<file path="src/hw/rtl/u2hk_pkg.sv">
// Types, key usage constants and byte-to-keystroke lookup functions.
`default_nettype none
package u2hk_pkg;

  // HID usage ids
  localparam logic [7:0] KEY_A      = 8'h04;
  localparam logic [7:0] KEY_E      = 8'h08;
  localparam logic [7:0] KEY_I      = 8'h0C;
  localparam logic [7:0] KEY_O      = 8'h12;
  localparam logic [7:0] KEY_U      = 8'h18;
  localparam logic [7:0] KEY_Q      = 8'h14;
  localparam logic [7:0] KEY_W      = 8'h1A;
  localparam logic [7:0] KEY_1      = 8'h1E;
  localparam logic [7:0] KEY_0      = 8'h27;
  localparam logic [7:0] KEY_ENTER  = 8'h28;
  localparam logic [7:0] KEY_TAB    = 8'h2B;
  localparam logic [7:0] KEY_SPACE  = 8'h2C;
  localparam logic [7:0] KEY_MINUS  = 8'h2D;
  localparam logic [7:0] KEY_EQUAL  = 8'h2E;
  localparam logic [7:0] KEY_BRL    = 8'h2F;
  localparam logic [7:0] KEY_BRR    = 8'h30;
  localparam logic [7:0] KEY_BSL    = 8'h31;
  localparam logic [7:0] KEY_SEMI   = 8'h33;
  localparam logic [7:0] KEY_APOS   = 8'h34;
  localparam logic [7:0] KEY_COMMA  = 8'h36;
  localparam logic [7:0] KEY_PERIOD = 8'h37;
  localparam logic [7:0] KEY_SLASH  = 8'h38;
  localparam logic [7:0] KEY_NONE   = 8'h00;

  // HID modifier bits
  localparam logic [7:0] MOD_NONE  = 8'h00;
  localparam logic [7:0] MOD_SHIFT = 8'h02;
  localparam logic [7:0] MOD_RALT  = 8'h40;

  // UTF-8 lead byte detection and the one lead byte with known pairs
  localparam logic [7:0] LEAD_MASK  = 8'hE0;
  localparam logic [7:0] LEAD_MATCH = 8'hC0;
  localparam logic [7:0] LEAD_C3    = 8'hC3;

  // Trail bytes after the 0xC3 lead
  localparam logic [7:0] TRAIL_C_CED_LO = 8'hA7;
  localparam logic [7:0] TRAIL_C_CED_UP = 8'h87;
  localparam logic [7:0] TRAIL_A_ACUTE  = 8'hA1;
  localparam logic [7:0] TRAIL_E_ACUTE  = 8'hA9;
  localparam logic [7:0] TRAIL_I_ACUTE  = 8'hAD;
  localparam logic [7:0] TRAIL_O_ACUTE  = 8'hB3;
  localparam logic [7:0] TRAIL_U_ACUTE  = 8'hBA;
  localparam logic [7:0] TRAIL_A_CIRC   = 8'hA2;
  localparam logic [7:0] TRAIL_E_CIRC   = 8'hAA;
  localparam logic [7:0] TRAIL_O_CIRC   = 8'hB4;
  localparam logic [7:0] TRAIL_A_TILDE  = 8'hA3;
  localparam logic [7:0] TRAIL_O_TILDE  = 8'hB5;
  localparam logic [7:0] TRAIL_A_GRAVE  = 8'hA0;

  // ASCII characters with their own handling
  localparam logic [7:0] CH_APOS  = 8'h27;
  localparam logic [7:0] CH_QUOTE = 8'h22;
  localparam logic [7:0] CH_LC_A  = 8'h61;
  localparam logic [7:0] CH_LC_Z  = 8'h7A;
  localparam logic [7:0] CH_UC_A  = 8'h41;
  localparam logic [7:0] CH_UC_Z  = 8'h5A;
  localparam logic [7:0] CH_DIG_1 = 8'h31;
  localparam logic [7:0] CH_DIG_9 = 8'h39;

  typedef struct packed {
    logic [7:0] key_code;
    logic [7:0] modifier_bits;
  } key_t;

  typedef struct packed {
    key_t       key;
    logic       last_of_run;
  } press_t;

  // Up to two presses for one input byte
  typedef struct packed {
    logic [1:0] count;
    key_t       first;
    key_t       second;
  } decode_t;

  function automatic key_t mk_key(logic [7:0] code, logic [7:0] modbits);
    key_t k;
    k.key_code      = code;
    k.modifier_bits = modbits;
    return k;
  endfunction

  function automatic decode_t one_press(logic [7:0] code, logic [7:0] modbits);
    decode_t d;
    d.count  = 2'd1;
    d.first  = mk_key(code, modbits);
    d.second = mk_key(KEY_NONE, MOD_NONE);
    return d;
  endfunction

  function automatic decode_t two_press(logic [7:0] c0, logic [7:0] m0,
                                        logic [7:0] c1);
    decode_t d;
    d.count  = 2'd2;
    d.first  = mk_key(c0, m0);
    d.second = mk_key(c1, MOD_NONE);
    return d;
  endfunction

  function automatic decode_t no_press();
    decode_t d;
    d.count  = 2'd0;
    d.first  = mk_key(KEY_NONE, MOD_NONE);
    d.second = mk_key(KEY_NONE, MOD_NONE);
    return d;
  endfunction

  // Trail byte after a 0xC3 lead
  function automatic decode_t pair_map(logic [7:0] trail);
    decode_t d;
    case (trail)
      TRAIL_C_CED_LO: d = one_press(KEY_SEMI, MOD_NONE);
      TRAIL_C_CED_UP: d = one_press(KEY_SEMI, MOD_SHIFT);
      TRAIL_A_ACUTE:  d = two_press(KEY_BRL, MOD_NONE, KEY_A);
      TRAIL_E_ACUTE:  d = two_press(KEY_BRL, MOD_NONE, KEY_E);
      TRAIL_I_ACUTE:  d = two_press(KEY_BRL, MOD_NONE, KEY_I);
      TRAIL_O_ACUTE:  d = two_press(KEY_BRL, MOD_NONE, KEY_O);
      TRAIL_U_ACUTE:  d = two_press(KEY_BRL, MOD_NONE, KEY_U);
      TRAIL_A_CIRC:   d = two_press(KEY_APOS, MOD_SHIFT, KEY_A);
      TRAIL_E_CIRC:   d = two_press(KEY_APOS, MOD_SHIFT, KEY_E);
      TRAIL_O_CIRC:   d = two_press(KEY_APOS, MOD_SHIFT, KEY_O);
      TRAIL_A_TILDE:  d = two_press(KEY_APOS, MOD_NONE, KEY_A);
      TRAIL_O_TILDE:  d = two_press(KEY_APOS, MOD_NONE, KEY_O);
      TRAIL_A_GRAVE:  d = two_press(KEY_BRL, MOD_SHIFT, KEY_A);
      default:        d = no_press();
    endcase
    return d;
  endfunction

  // Byte typed on its own
  function automatic decode_t single_map(logic [7:0] c);
    decode_t    d;
    logic [7:0] code;
    logic [7:0] modbits;
    code    = KEY_NONE;
    modbits = MOD_NONE;
    if (c >= CH_LC_A && c <= CH_LC_Z) begin
      code = KEY_A + (c - CH_LC_A);
    end else if (c >= CH_UC_A && c <= CH_UC_Z) begin
      code    = KEY_A + (c - CH_UC_A);
      modbits = MOD_SHIFT;
    end else if (c >= CH_DIG_1 && c <= CH_DIG_9) begin
      code = KEY_1 + (c - CH_DIG_1);
    end else begin
      case (c)
        8'h30: code = KEY_0;                                   // '0'
        8'h21: begin code = KEY_1;        modbits = MOD_SHIFT; end // '!'
        8'h40: begin code = KEY_1 + 8'd1; modbits = MOD_SHIFT; end // '@'
        8'h23: begin code = KEY_1 + 8'd2; modbits = MOD_SHIFT; end // '#'
        8'h24: begin code = KEY_1 + 8'd3; modbits = MOD_SHIFT; end // '$'
        8'h25: begin code = KEY_1 + 8'd4; modbits = MOD_SHIFT; end // '%'
        8'h26: begin code = KEY_1 + 8'd6; modbits = MOD_SHIFT; end // '&'
        8'h2A: begin code = KEY_1 + 8'd7; modbits = MOD_SHIFT; end // '*'
        8'h28: begin code = KEY_1 + 8'd8; modbits = MOD_SHIFT; end // '('
        8'h29: begin code = KEY_0;        modbits = MOD_SHIFT; end // ')'
        8'h20: code = KEY_SPACE;
        8'h0A: code = KEY_ENTER;
        8'h09: code = KEY_TAB;
        8'h2D: code = KEY_MINUS;
        8'h3D: code = KEY_EQUAL;
        8'h5F: begin code = KEY_MINUS; modbits = MOD_SHIFT; end // '_'
        8'h2B: begin code = KEY_EQUAL; modbits = MOD_SHIFT; end // '+'
        8'h2E: code = KEY_PERIOD;
        8'h2C: code = KEY_COMMA;
        8'h3B: code = KEY_SLASH;                               // ';'
        8'h3A: begin code = KEY_SLASH; modbits = MOD_SHIFT; end // ':'
        8'h2F: begin code = KEY_Q;     modbits = MOD_RALT;  end // '/'
        8'h3F: begin code = KEY_W;     modbits = MOD_RALT;  end // '?'
        8'h5B: begin code = KEY_BRL;   modbits = MOD_RALT;  end // '['
        8'h7B: begin code = KEY_BRL;   modbits = MOD_RALT | MOD_SHIFT; end // '{'
        8'h5D: begin code = KEY_BRR;   modbits = MOD_RALT;  end // ']'
        8'h7D: begin code = KEY_BRR;   modbits = MOD_RALT | MOD_SHIFT; end // '}'
        8'h5C: code = KEY_BSL;                                 // backslash
        8'h7C: begin code = KEY_BSL;   modbits = MOD_SHIFT; end // '|'
        default: code = KEY_NONE;
      endcase
    end
    if (c == CH_APOS) begin
      d = two_press(KEY_BRL, MOD_NONE, KEY_SPACE);
    end else if (c == CH_QUOTE) begin
      d = one_press(KEY_BRL, MOD_SHIFT);
    end else if (code == KEY_NONE) begin
      d = no_press();
    end else begin
      d = one_press(code, modbits);
    end
    return d;
  endfunction

endpackage
`default_nettype wire

</file>
<file path="src/hw/rtl/u2hk_if.sv">
// Valid/ready channel interfaces for text bytes in and key presses out.
`default_nettype none
interface u2hk_in_if;
  logic       valid;
  logic       ready;
  logic [7:0] char_byte;
  logic       string_end;

  modport source (output valid, output char_byte, output string_end, input ready);
  modport sink   (input valid, input char_byte, input string_end, output ready);
endinterface

interface u2hk_out_if;
  logic       valid;
  logic       ready;
  logic [7:0] key_code;
  logic [7:0] modifier_bits;
  logic       last_of_run;

  modport source (output valid, output key_code, output modifier_bits,
                  output last_of_run, input ready);
  modport sink   (input valid, input key_code, input modifier_bits,
                  input last_of_run, output ready);
endinterface
`default_nettype wire

</file>
<file path="src/hw/rtl/utf8_to_hid_keystroke_abnt2.sv">
// Top level: text byte stream to ABNT2 HID key presses.
//
//   channel | dir | payload                                   | beat
//   in_i    | in  | char_byte[7:0], string_end                | one text byte
//   out_o   | out | key_code[7:0], modifier_bits[7:0], last_of_run | one key press
//
// A byte is registered on accept, then decoded from that register into the output
// register and, for two-press runs, a second-press register, once the output
// register is free and no second press is pending. Bytes giving zero or one press
// flow at one per cycle while out_o is ready; a two-press byte holds the input
// while the second press drains through the single output register. Backpressure on
// out_o stalls the decode stage and then in_i. Reset clears the held lead byte
// and all valid flags.
`default_nettype none
module utf8_to_hid_keystroke_abnt2 (
  input  wire             clk_i,
  input  wire             rst_ni,
  u2hk_in_if.sink         in_i,
  u2hk_out_if.source      out_o
);

  // input stage
  logic       s0_valid_q;
  logic [7:0] s0_char_q;
  logic       s0_end_q;

  // held UTF-8 lead byte
  logic       held_valid_q, held_valid_d;
  logic [7:0] held_q, held_d;

  // result stage
  logic                 out_valid_q;
  u2hk_pkg::press_t     out_q;
  logic                 sec_valid_q;
  u2hk_pkg::press_t     sec_q;

  u2hk_pkg::decode_t    pair_dec, single_dec, dec;
  logic                 pair_hit, is_lead;
  logic                 out_free, s0_adv, sec_move, in_fire;

  assign out_free = !out_valid_q || out_o.ready;
  assign sec_move = sec_valid_q && out_free;
  assign s0_adv   = s0_valid_q && !sec_valid_q && out_free;
  assign in_i.ready = !s0_valid_q || s0_adv;
  assign in_fire  = in_i.valid && in_i.ready;

  always_comb begin
    pair_dec   = u2hk_pkg::pair_map(s0_char_q);
    single_dec = u2hk_pkg::single_map(s0_char_q);
    pair_hit   = held_valid_q && (held_q == u2hk_pkg::LEAD_C3) && (pair_dec.count != 2'd0);
    is_lead    = (s0_char_q & u2hk_pkg::LEAD_MASK) == u2hk_pkg::LEAD_MATCH;
    if (pair_hit) begin
      dec = pair_dec;
    end else if (is_lead) begin
      dec = u2hk_pkg::no_press();
    end else begin
      dec = single_dec;
    end
  end

  // A held lead is consumed by any next byte; a new lead is held unless the
  // string ends on it.
  always_comb begin
    held_valid_d = held_valid_q;
    held_d       = held_q;
    if (s0_adv) begin
      held_valid_d = 1'b0;
      held_d       = '0;
      if (!pair_hit && is_lead && !s0_end_q) begin
        held_valid_d = 1'b1;
        held_d       = s0_char_q;
      end
    end
  end

  always_ff @(posedge clk_i or negedge rst_ni) begin
    if (!rst_ni) begin
      s0_valid_q   <= 1'b0;
      held_valid_q <= 1'b0;
      held_q       <= '0;
      out_valid_q  <= 1'b0;
      sec_valid_q  <= 1'b0;
    end else begin
      held_valid_q <= held_valid_d;
      held_q       <= held_d;
      if (in_fire) begin
        s0_valid_q <= 1'b1;
      end else if (s0_adv) begin
        s0_valid_q <= 1'b0;
      end
      if (sec_move) begin
        out_valid_q <= 1'b1;
        sec_valid_q <= 1'b0;
      end else if (s0_adv) begin
        out_valid_q <= dec.count != 2'd0;
        sec_valid_q <= dec.count == 2'd2;
      end else if (out_o.ready) begin
        out_valid_q <= 1'b0;
      end
    end
  end

  // payload registers
  always_ff @(posedge clk_i) begin
    if (in_fire) begin
      s0_char_q <= in_i.char_byte;
      s0_end_q  <= in_i.string_end;
    end
    if (sec_move) begin
      out_q <= sec_q;
    end else if (s0_adv) begin
      out_q.key         <= dec.first;
      out_q.last_of_run <= dec.count == 2'd1;
      sec_q.key         <= dec.second;
      sec_q.last_of_run <= 1'b1;
    end
  end

  assign out_o.valid         = out_valid_q;
  assign out_o.key_code      = out_q.key.key_code;
  assign out_o.modifier_bits = out_q.key.modifier_bits;
  assign out_o.last_of_run   = out_q.last_of_run;

endmodule
`default_nettype wire

</file>
<file path="src/flat_wrapper.sv">
// flat-port wrapper written by rule: the top's interface ports become plain ports
module utf8_to_hid_keystroke_abnt2_flat 
  (clk_i, rst_ni, in_i_valid, in_i_char_byte, in_i_string_end, in_i_ready, out_o_valid, out_o_key_code, out_o_modifier_bits, out_o_last_of_run, out_o_ready);
  u2hk_in_if in_i_i ();
  u2hk_out_if out_o_i ();
  input  wire clk_i;
  input  wire rst_ni;
  input wire logic [$bits(in_i_i.valid)-1:0] in_i_valid;
  input wire logic [$bits(in_i_i.char_byte)-1:0] in_i_char_byte;
  input wire logic [$bits(in_i_i.string_end)-1:0] in_i_string_end;
  output wire logic [$bits(in_i_i.ready)-1:0] in_i_ready;
  output wire logic [$bits(out_o_i.valid)-1:0] out_o_valid;
  output wire logic [$bits(out_o_i.key_code)-1:0] out_o_key_code;
  output wire logic [$bits(out_o_i.modifier_bits)-1:0] out_o_modifier_bits;
  output wire logic [$bits(out_o_i.last_of_run)-1:0] out_o_last_of_run;
  input wire logic [$bits(out_o_i.ready)-1:0] out_o_ready;
  assign in_i_i.valid = in_i_valid;
  assign in_i_i.char_byte = in_i_char_byte;
  assign in_i_i.string_end = in_i_string_end;
  assign in_i_ready = in_i_i.ready;
  assign out_o_valid = out_o_i.valid;
  assign out_o_key_code = out_o_i.key_code;
  assign out_o_modifier_bits = out_o_i.modifier_bits;
  assign out_o_last_of_run = out_o_i.last_of_run;
  assign out_o_i.ready = out_o_ready;
  utf8_to_hid_keystroke_abnt2 u_core (.clk_i(clk_i), .rst_ni(rst_ni), .in_i(in_i_i), .out_o(out_o_i));
endmodule
</file>
<file path="config.mk">
export PLATFORM = sky130hd
export DESIGN_NAME = utf8_to_hid_keystroke_abnt2_flat
export DESIGN_NICKNAME = d
export VERILOG_FILES = /design/src/hw/rtl/u2hk_pkg.sv /design/src/hw/rtl/u2hk_if.sv /design/src/hw/rtl/utf8_to_hid_keystroke_abnt2.sv /design/src/flat_wrapper.sv
export SDC_FILE = /design/constraint.sdc
export NUM_CORES = 1
export LEC_CHECK = 0
export ABC_AREA = 1
export BUFFER_PORTS_ARGS = -buffer_cell sky130_fd_sc_hd__clkbuf_2
export CAP_MARGIN = 10
export CORE_MARGIN = 4
export CORE_UTILIZATION = 60
export CTS_BUF_LIST = sky130_fd_sc_hd__clkbuf_2
export DETAILED_ROUTE_END_ITERATION = 8
export PLACE_DENSITY_LB_ADDON = 0.25
export RECOVER_POWER = 50
export SLEW_MARGIN = 20
export SYNTH_ARGS = -nofsm -noshare
export SYNTH_HDL_FRONTEND = slang
export SYNTH_SLANG_ARGS = --single-unit
</file>
<file path="constraint.sdc">
create_clock -name clk_i -period 3.85 [get_ports clk_i]
set_input_delay 0.385 -clock clk_i [delete_from_list [all_inputs] [get_ports clk_i]]
set_output_delay 0.385 -clock clk_i [all_outputs]
set_load 0.005 [all_outputs]
</file>
==> run summary, run 1 <==
- **run status** complete, no violations
- **clock-pin transition on the worst setup and hold timing paths** 0.20 ns
- **Worst Hold Class** input port to register
- **initial antenna violation count** 0
- **CTS H-tree lvls** 2
- **total power density per cell area** 307 nW/um2
- **number of buffers on the longest clock path** 2
- **global router's overall resource usage** 25.2%
- **area of the die** 5800 um2
- **TritonCTS clock tree** done
- **area of the core** 4410 um2
- **worst IR drop on VDD** 0.297 mV
- **Cell Rows** 24
- **Post-Synthesis Cells** 409
- **final max-slew violation count** 0
- **leakage power** 1.52 nW
- **worst endpoint data arrival time** 2.91 ns
- **pin count of the biggest net entering global routing** 17
- **global placer's final weighted congestion** 1.04
- **clock latency at the later pin of the worst-skew pair** 0.40 ns
- **cell at the root of the clock tree** sky130_fd_sc_hd__clkbuf_2
- **post-synthesis area per instance** 6.81 um2
- **synthesized flop and latch total** 37
- **vias after detailed routing** 2849
- **layout-stage area growth over the synthesis result** 6.02%
- **largest driver fanout on the critical path** 16
- **fraction of layout cells with a size suffix above 1** 10.8%
- **width of the die** 76.1 um
- **required time worst endpoint** 4.04 ns
- **Max transition margin** 48.2%
- **port bufs** 25
- **wire length of the first global-routing pass** 12100 um
- **Hold Violations, Final** 0
- **Detail Route Antenna Nets** 0
- **Setup Buffers After CTS** 0
- **timing-limited maximum frequency** 368 MHz
- **vertical die dimension** 76.1 um
- **part of the Yosys area used for sequential elements** 37.7%
- **number of global-route vias before repair** 2509
- **final period utilization** 70.6%
- **Post-Route WL** 7450 um
- **# DRC** 0
- **Post-synth EDFFs** 25
- **leading cell type in the layout, fill and taps excluded** sky130_fd_sc_hd__nand2_1
- **total of endpoints with negative setup slack in the final report** 0
- **detail-routed via count per cell** 5.83
- **# resized after CTS** 0
- **worst hold path startpoint** in_i_char_byte[3]
- **CP Class** register to register
- **Inserted Diodes** 0
- **Clock Sinks** 37
- **Initial DRC Count** 485
- **Final Critical Period** 2.72 ns
- **number of distinct library cells after synthesis** 35
- **critical path startpoint category** register
- **prevailing post-synth register cell** sky130_fd_sc_hd__edfxtp_1
- **number of top-level pins** 32
- **Setup Skew** 0.0252 ns
- **post-route core utilization** 66.9%
- **crit end category** register
- **detailed-route wire length per cell** 15.2 um
- **first drt pass iteration count** 7
- **MaxCap Viol Count** 0
- **cell types occupying the most area after synthesis** sky130_fd_sc_hd__edfxtp_1, sky130_fd_sc_hd__nand2_1, sky130_fd_sc_hd__dfrtp_1
- **portion of synthesized cell area occupied by the leading cell type** 27.0%
- **Synth area leader** sky130_fd_sc_hd__edfxtp_1
- **ys async rst share** 32.4%
- **Crit Reg-Reg Startpoint** u_core.s0_char_q[3]
- **residual overflow from global routing** 0
- **cell area after technology mapping** 2790 um2
- **nets** 455
- **total number of yosys warnings** 0
- **timing startpoint of the critical path** u_core.s0_char_q[3]
- **starting utilization of the core area** 63.1%
- **total clock buffers created by CTS** 5
- **Setup TNS** 0 ns
- **commonest non-fill, non-tap cells in the layout** sky130_fd_sc_hd__nand2_1, sky130_fd_sc_hd__nor2_1, sky130_fd_sc_hd__inv_1
- **Final HPWL DP** 5870 um
- **actual transition at the worst max-transition pin** 0.778 ns
- **RSZ-0062 raised after global routing** false
-- critical path, stage by stage, from the launching register on --
cell	delay, ns
sky130_fd_sc_hd__edfxtp_1	0.83
sky130_fd_sc_hd__inv_1	0.20
sky130_fd_sc_hd__nand2_1	0.15
sky130_fd_sc_hd__nor2_1	0.11
sky130_fd_sc_hd__nand2_1	0.13
sky130_fd_sc_hd__inv_1	0.07
sky130_fd_sc_hd__nor3_1	0.26
sky130_fd_sc_hd__nand3_1	0.12
sky130_fd_sc_hd__nand2_1	0.08
sky130_fd_sc_hd__o21ai_1	0.09
sky130_fd_sc_hd__nor2_1	0.18
sky130_fd_sc_hd__nand2_1	0.07
sky130_fd_sc_hd__nand2_1	0.05
sky130_fd_sc_hd__nand2_1	0.05
sky130_fd_sc_hd__nand3_1	0.07
sky130_fd_sc_hd__nand2_1	0.06
-- per-layer routing --
layer | vias to the layer above | track usage [%] | part of all wire (%)
li1 | 1370 | - | -
met1 | 1259 | 36.9 | 42
met2 | 195 | 39.7 | 45
met3 | 25 | 4.37 | 11
met4 | 0 | 4.20 | 1.8
met5 | - | 0 | 0
-- final cells by class --
| cell class | instances | area (um2) |
|---|---|---|
| clock buffer | 6 | 30.0 |
| clock inverter | 2 | 10.0 |
| fill | 421 | 1460 |
| inverter | 57 | 214 |
| multi-input combinational | 309 | 1450 |
| sequential | 37 | 1050 |
| tap | 52 | 65.1 |
| timing repair buffer | 26 | 130 |
-- synth_stat cells (5+ instances only) --
cell / instances
sky130_fd_sc_hd__o21ai_1: 6
sky130_fd_sc_hd__nor2_2: 5
sky130_fd_sc_hd__inv_2: 6
sky130_fd_sc_hd__nand4_1: 8
sky130_fd_sc_hd__o22ai_1: 6
sky130_fd_sc_hd__buf_4: 7
sky130_fd_sc_hd__a31oi_1: 5
sky130_fd_sc_hd__nand2_1: 121
sky130_fd_sc_hd__nor2_1: 61
sky130_fd_sc_hd__nand3_1: 24
sky130_fd_sc_hd__edfxtp_1: 25
sky130_fd_sc_hd__inv_1: 50
sky130_fd_sc_hd__nor3_1: 9
sky130_fd_sc_hd__dfrtp_1: 12
sky130_fd_sc_hd__a21oi_1: 14
sky130_fd_sc_hd__ha_1: 6
sky130_fd_sc_hd__o21ai_0: 17
-- power breakdown --
part | total, mW | leakage [nW] | switching, mW | internal, mW
clock network | 0.173 | 0.0327 | 0.128 | 0.0456
registers | 0.502 | 0.405 | 0.0266 | 0.475
logic | 0.231 | 1.08 | 0.159 | 0.0711
-- metrics by stage --
stage	setup WS, ns	instance area [um2]	instances	power [mW]	hold WS (ns)
floorplan	1.69	2810	416	0.666	0.0894
global placement	1.24	2910	480	0.733	0.277
detailed placement	1.22	2910	480	0.736	0.284
CTS	1.22	2960	489	0.903	0.168
global route	0.925	2950	489	0.953	0.153
finish	1.13	2950	489	0.906	0.164
-- state kept, by name, summed over array words and instances, names as in the netlist, 2 cells and up --
name	cells
u_core.out_o.key_code	8
u_core.s0_char_q	8
u_core.held_q	8
u_core.out_o.modifier_bits	2
u_core.sec_q	5
-- worst paths after layout --
| kind | to | slack, ns | cells past startpoint |
|---|---|---|---|
| worst max-delay path | u_core.out_o.modifier_bits[1] | 1.13 | 15 |
| worst min register to register | u_core.held_q[7] | 0.50 | 2 |
| max in group asynchronous | u_core.held_q[0] | 2.91 | 2 |
| min in group asynchronous | u_core.out_o.valid | 0.50 | 2 |
| worst max register to register | u_core.out_o.modifier_bits[1] | 1.13 | 15 |
| worst min-delay path | u_core.s0_char_q[3] | 0.16 | 1 |
-- logic make-up after synthesis --
| kind of cell | count (synthesis) | share of synthesized area (%) |
|---|---|---|
| adders and majority gates | 6 | 2.70 |
| other | 1 | 0.135 |
| buffers and inverters | 70 | 11.1 |
| AOI/OAI and AO/OA | 54 | 10.9 |
| xor gates and xnor gates | 3 | 0.944 |
| and+or+nand+nor | 238 | 36.6 |
| DFF | 37 | 37.7 |
-- what timing repair did --
item | CTS | global route
endpoints found under the hold margin | 12 | 0
hold buffers | 1 | 0
endpoints found under the setup margin | 0 | 0
Power figures use the tool's default switching activity.
==> inputs of run 2 (changes only) <==
Settings changed: CORE_UTILIZATION 60 to 55.
Clock period 3.85 ns to 2.29 ns, I/O delays scaled along.
==> run summary, run 2 (synthesis gave the netlist of run 1 again) <==
- **routed length on met1** 3640 um
- **failing checks** negative setup slack
- **area of the die** 6270 um2
- **clock-pin transition on the worst setup and hold timing paths** 0.19 ns
- **wire length of the first global-routing pass** 13600 um
- **final period utilization** 107%
- **Worst Hold Class** input port to register
- **worst endpoint data arrival time** 2.61 ns
- **total clock buffers created by CTS** 5
- **TritonCTS clock tree** done
- **starting utilization of the core area** 57.8%
- **post-route setup slack** -0.159 ns
- **post-route core utilization** 82.4%
- **Final HPWL DP** 6430 um
- **top routing layer in use** met4
- **Inserted Diodes** 0
- **Hold Path Cell Cnt** 1
- **residual overflow from global routing** 0
- **Final Critical Period** 2.45 ns
- **Met2 Wirelength** 4350 um
- **Clock Sinks** 37
- **run status** finished with violations
- **CTS H-tree lvls** 2
- **RSZ-0062 raised after global routing** true
- **required time worst endpoint** 2.45 ns
- **MaxCap Viol Count** 0
- **Detail Route Antenna Nets** 0
- **initial antenna violation count** 0
- **CP Class** register to register
- **total of endpoints with negative setup slack in the final report** 7
- **Hold Violations, Final** 0
- **cell at the root of the clock tree** sky130_fd_sc_hd__clkbuf_2
- **crit end category** register
- **width of the die** 79.2 um
- **Cell Rows** 25
- **detail-routed via count per cell** 5.66
- **port bufs** 25
- **vertical die dimension** 79.2 um
- **clock latency at the later pin of the worst-skew pair** 0.37 ns
- **layout-stage area growth over the synthesis result** 42.5%
- **fraction of layout cells with a size suffix above 1** 35.9%
- **largest driver fanout on the critical path** 5
- **pin count of the biggest net entering global routing** 14
- **total power density per cell area** 442 nW/um2
- **nets** 539
- **timing-limited maximum frequency** 408 MHz
- **worst IR drop on VDD** 0.446 mV
- **Max transition margin** 53.7%
- **# DRC** 0
- **vias after detailed routing** 3326
- **Met3 Routed Length** 775 um
- **leading cell type in the layout, fill and taps excluded** sky130_fd_sc_hd__nand2_1
- **actual transition at the worst max-transition pin** 0.688 ns
- **Setup Skew** 0.0185 ns
- **final max-slew violation count** 0
- **Post-Route WL** 9160 um
- **Initial DRC Count** 364
- **detailed-route wire length per cell** 15.6 um
- **first drt pass iteration count** 6
- **number of buffers on the longest clock path** 2
- **critical path startpoint category** register
- **global placer's final weighted congestion** 0.996
- **global router's overall resource usage** 27.6%
- **leakage power** 1.97 nW
- **number of global-route vias before repair** 2958
- **number of top-level pins** 32
- **worst-case setup slack after placement** -0.215 ns
- **area of the core** 4820 um2
- **Setup TNS** -0.356 ns
- **commonest non-fill, non-tap cells in the layout** sky130_fd_sc_hd__nand2_1, sky130_fd_sc_hd__buf_4, sky130_fd_sc_hd__nor2_1
- **worst r2r path cells** 19
run 2: final timing paths:
path	start	slack [ns]	endpoint
worst max register to register	u_core.s0_char_q[0]	-0.16	u_core.out_o.modifier_bits[1]
min in group asynchronous	rst_ni	0.35	u_core.held_q[6]
worst min register to register	u_core.held_valid_q	0.52	u_core.held_valid_q
worst max-delay path	u_core.s0_char_q[0]	-0.16	u_core.out_o.modifier_bits[1]
worst min-delay path	in_i_char_byte[5]	0.04	u_core.s0_char_q[5]
max in group asynchronous	rst_ni	1.53	u_core.held_q[3]
run 2: timing repair:
item / 4_1_cts / 5_1_grt
endpoints found under the setup margin: 9 / 11
pin swaps: 11 / 40
setup buffers: 7 / 3
resized for setup: 27 / 73
hold buffers: 2 / 7
cloned: 1 / 0
hold endpoints to repair: 13 / 7
run 2: cell type report:
type,instances,area [um2]
Sequential cell,37,1050
Inverter,57,219
Fill cell,331,850
Clock inverter,3,16.3
Tap cell,67,83.8
Clock buffer,5,25.0
Timing Repair Buffer,109,788
Multi-Input combinational cell,310,1780
run 2: where the power goes:
part / leakage, nW / switching [mW] / internal [mW]
Clock: 0.0331 / 0.222 / 0.0731
Sequential: 0.405 / 0.0301 / 0.799
Combinational: 1.53 / 0.371 / 0.260
Total: 1.97 / 0.623 / 1.13
run 2: routing by layer:
layer  vias to the layer above  track usage [%]
li1                       1538                -
met1                      1502             35.8
met4                         0             8.76
met3                        52             4.65
met2                       234             47.0
met5                         -                0
run 2: critical path: stages, from the launching register on:
cell and delay [ns]:
sky130_fd_sc_hd__edfxtp_1 0.50, sky130_fd_sc_hd__inv_2 0.13, sky130_fd_sc_hd__buf_6 0.14, sky130_fd_sc_hd__ha_4 0.16, sky130_fd_sc_hd__nand3_4 0.14, sky130_fd_sc_hd__inv_4 0.07
sky130_fd_sc_hd__o21ai_2 0.13, sky130_fd_sc_hd__nand2_1 0.09, sky130_fd_sc_hd__nor2_1 0.15, sky130_fd_sc_hd__nand2_1 0.07, sky130_fd_sc_hd__nand2_1 0.06, sky130_fd_sc_hd__nand2_1 0.06
sky130_fd_sc_hd__nand2_2 0.08, sky130_fd_sc_hd__nand2_2 0.07, sky130_fd_sc_hd__nor2_4 0.09, sky130_fd_sc_hd__nand2_1 0.06, sky130_fd_sc_hd__nand2_1 0.06, sky130_fd_sc_hd__nand2_1 0.06
sky130_fd_sc_hd__nand3_1 0.08, sky130_fd_sc_hd__nand2_1 0.06
run 2: per-stage QoR:
step / cell area, um2 / instances / total power [mW] / hold WS [ns]
2_1_floorplan: 2810 / 416 / 1.12 / -0.0666
3_3_place_gp: 3420 / 561 / 1.33 / 0.118
3_5_place_dp: 3420 / 561 / 1.34 / 0.122
4_1_cts: 3630 / 579 / 1.66 / 0.00428
5_1_grt: 3970 / 588 / 1.85 / -0.00277
6_report: 3970 / 588 / 1.75 / 0.0382
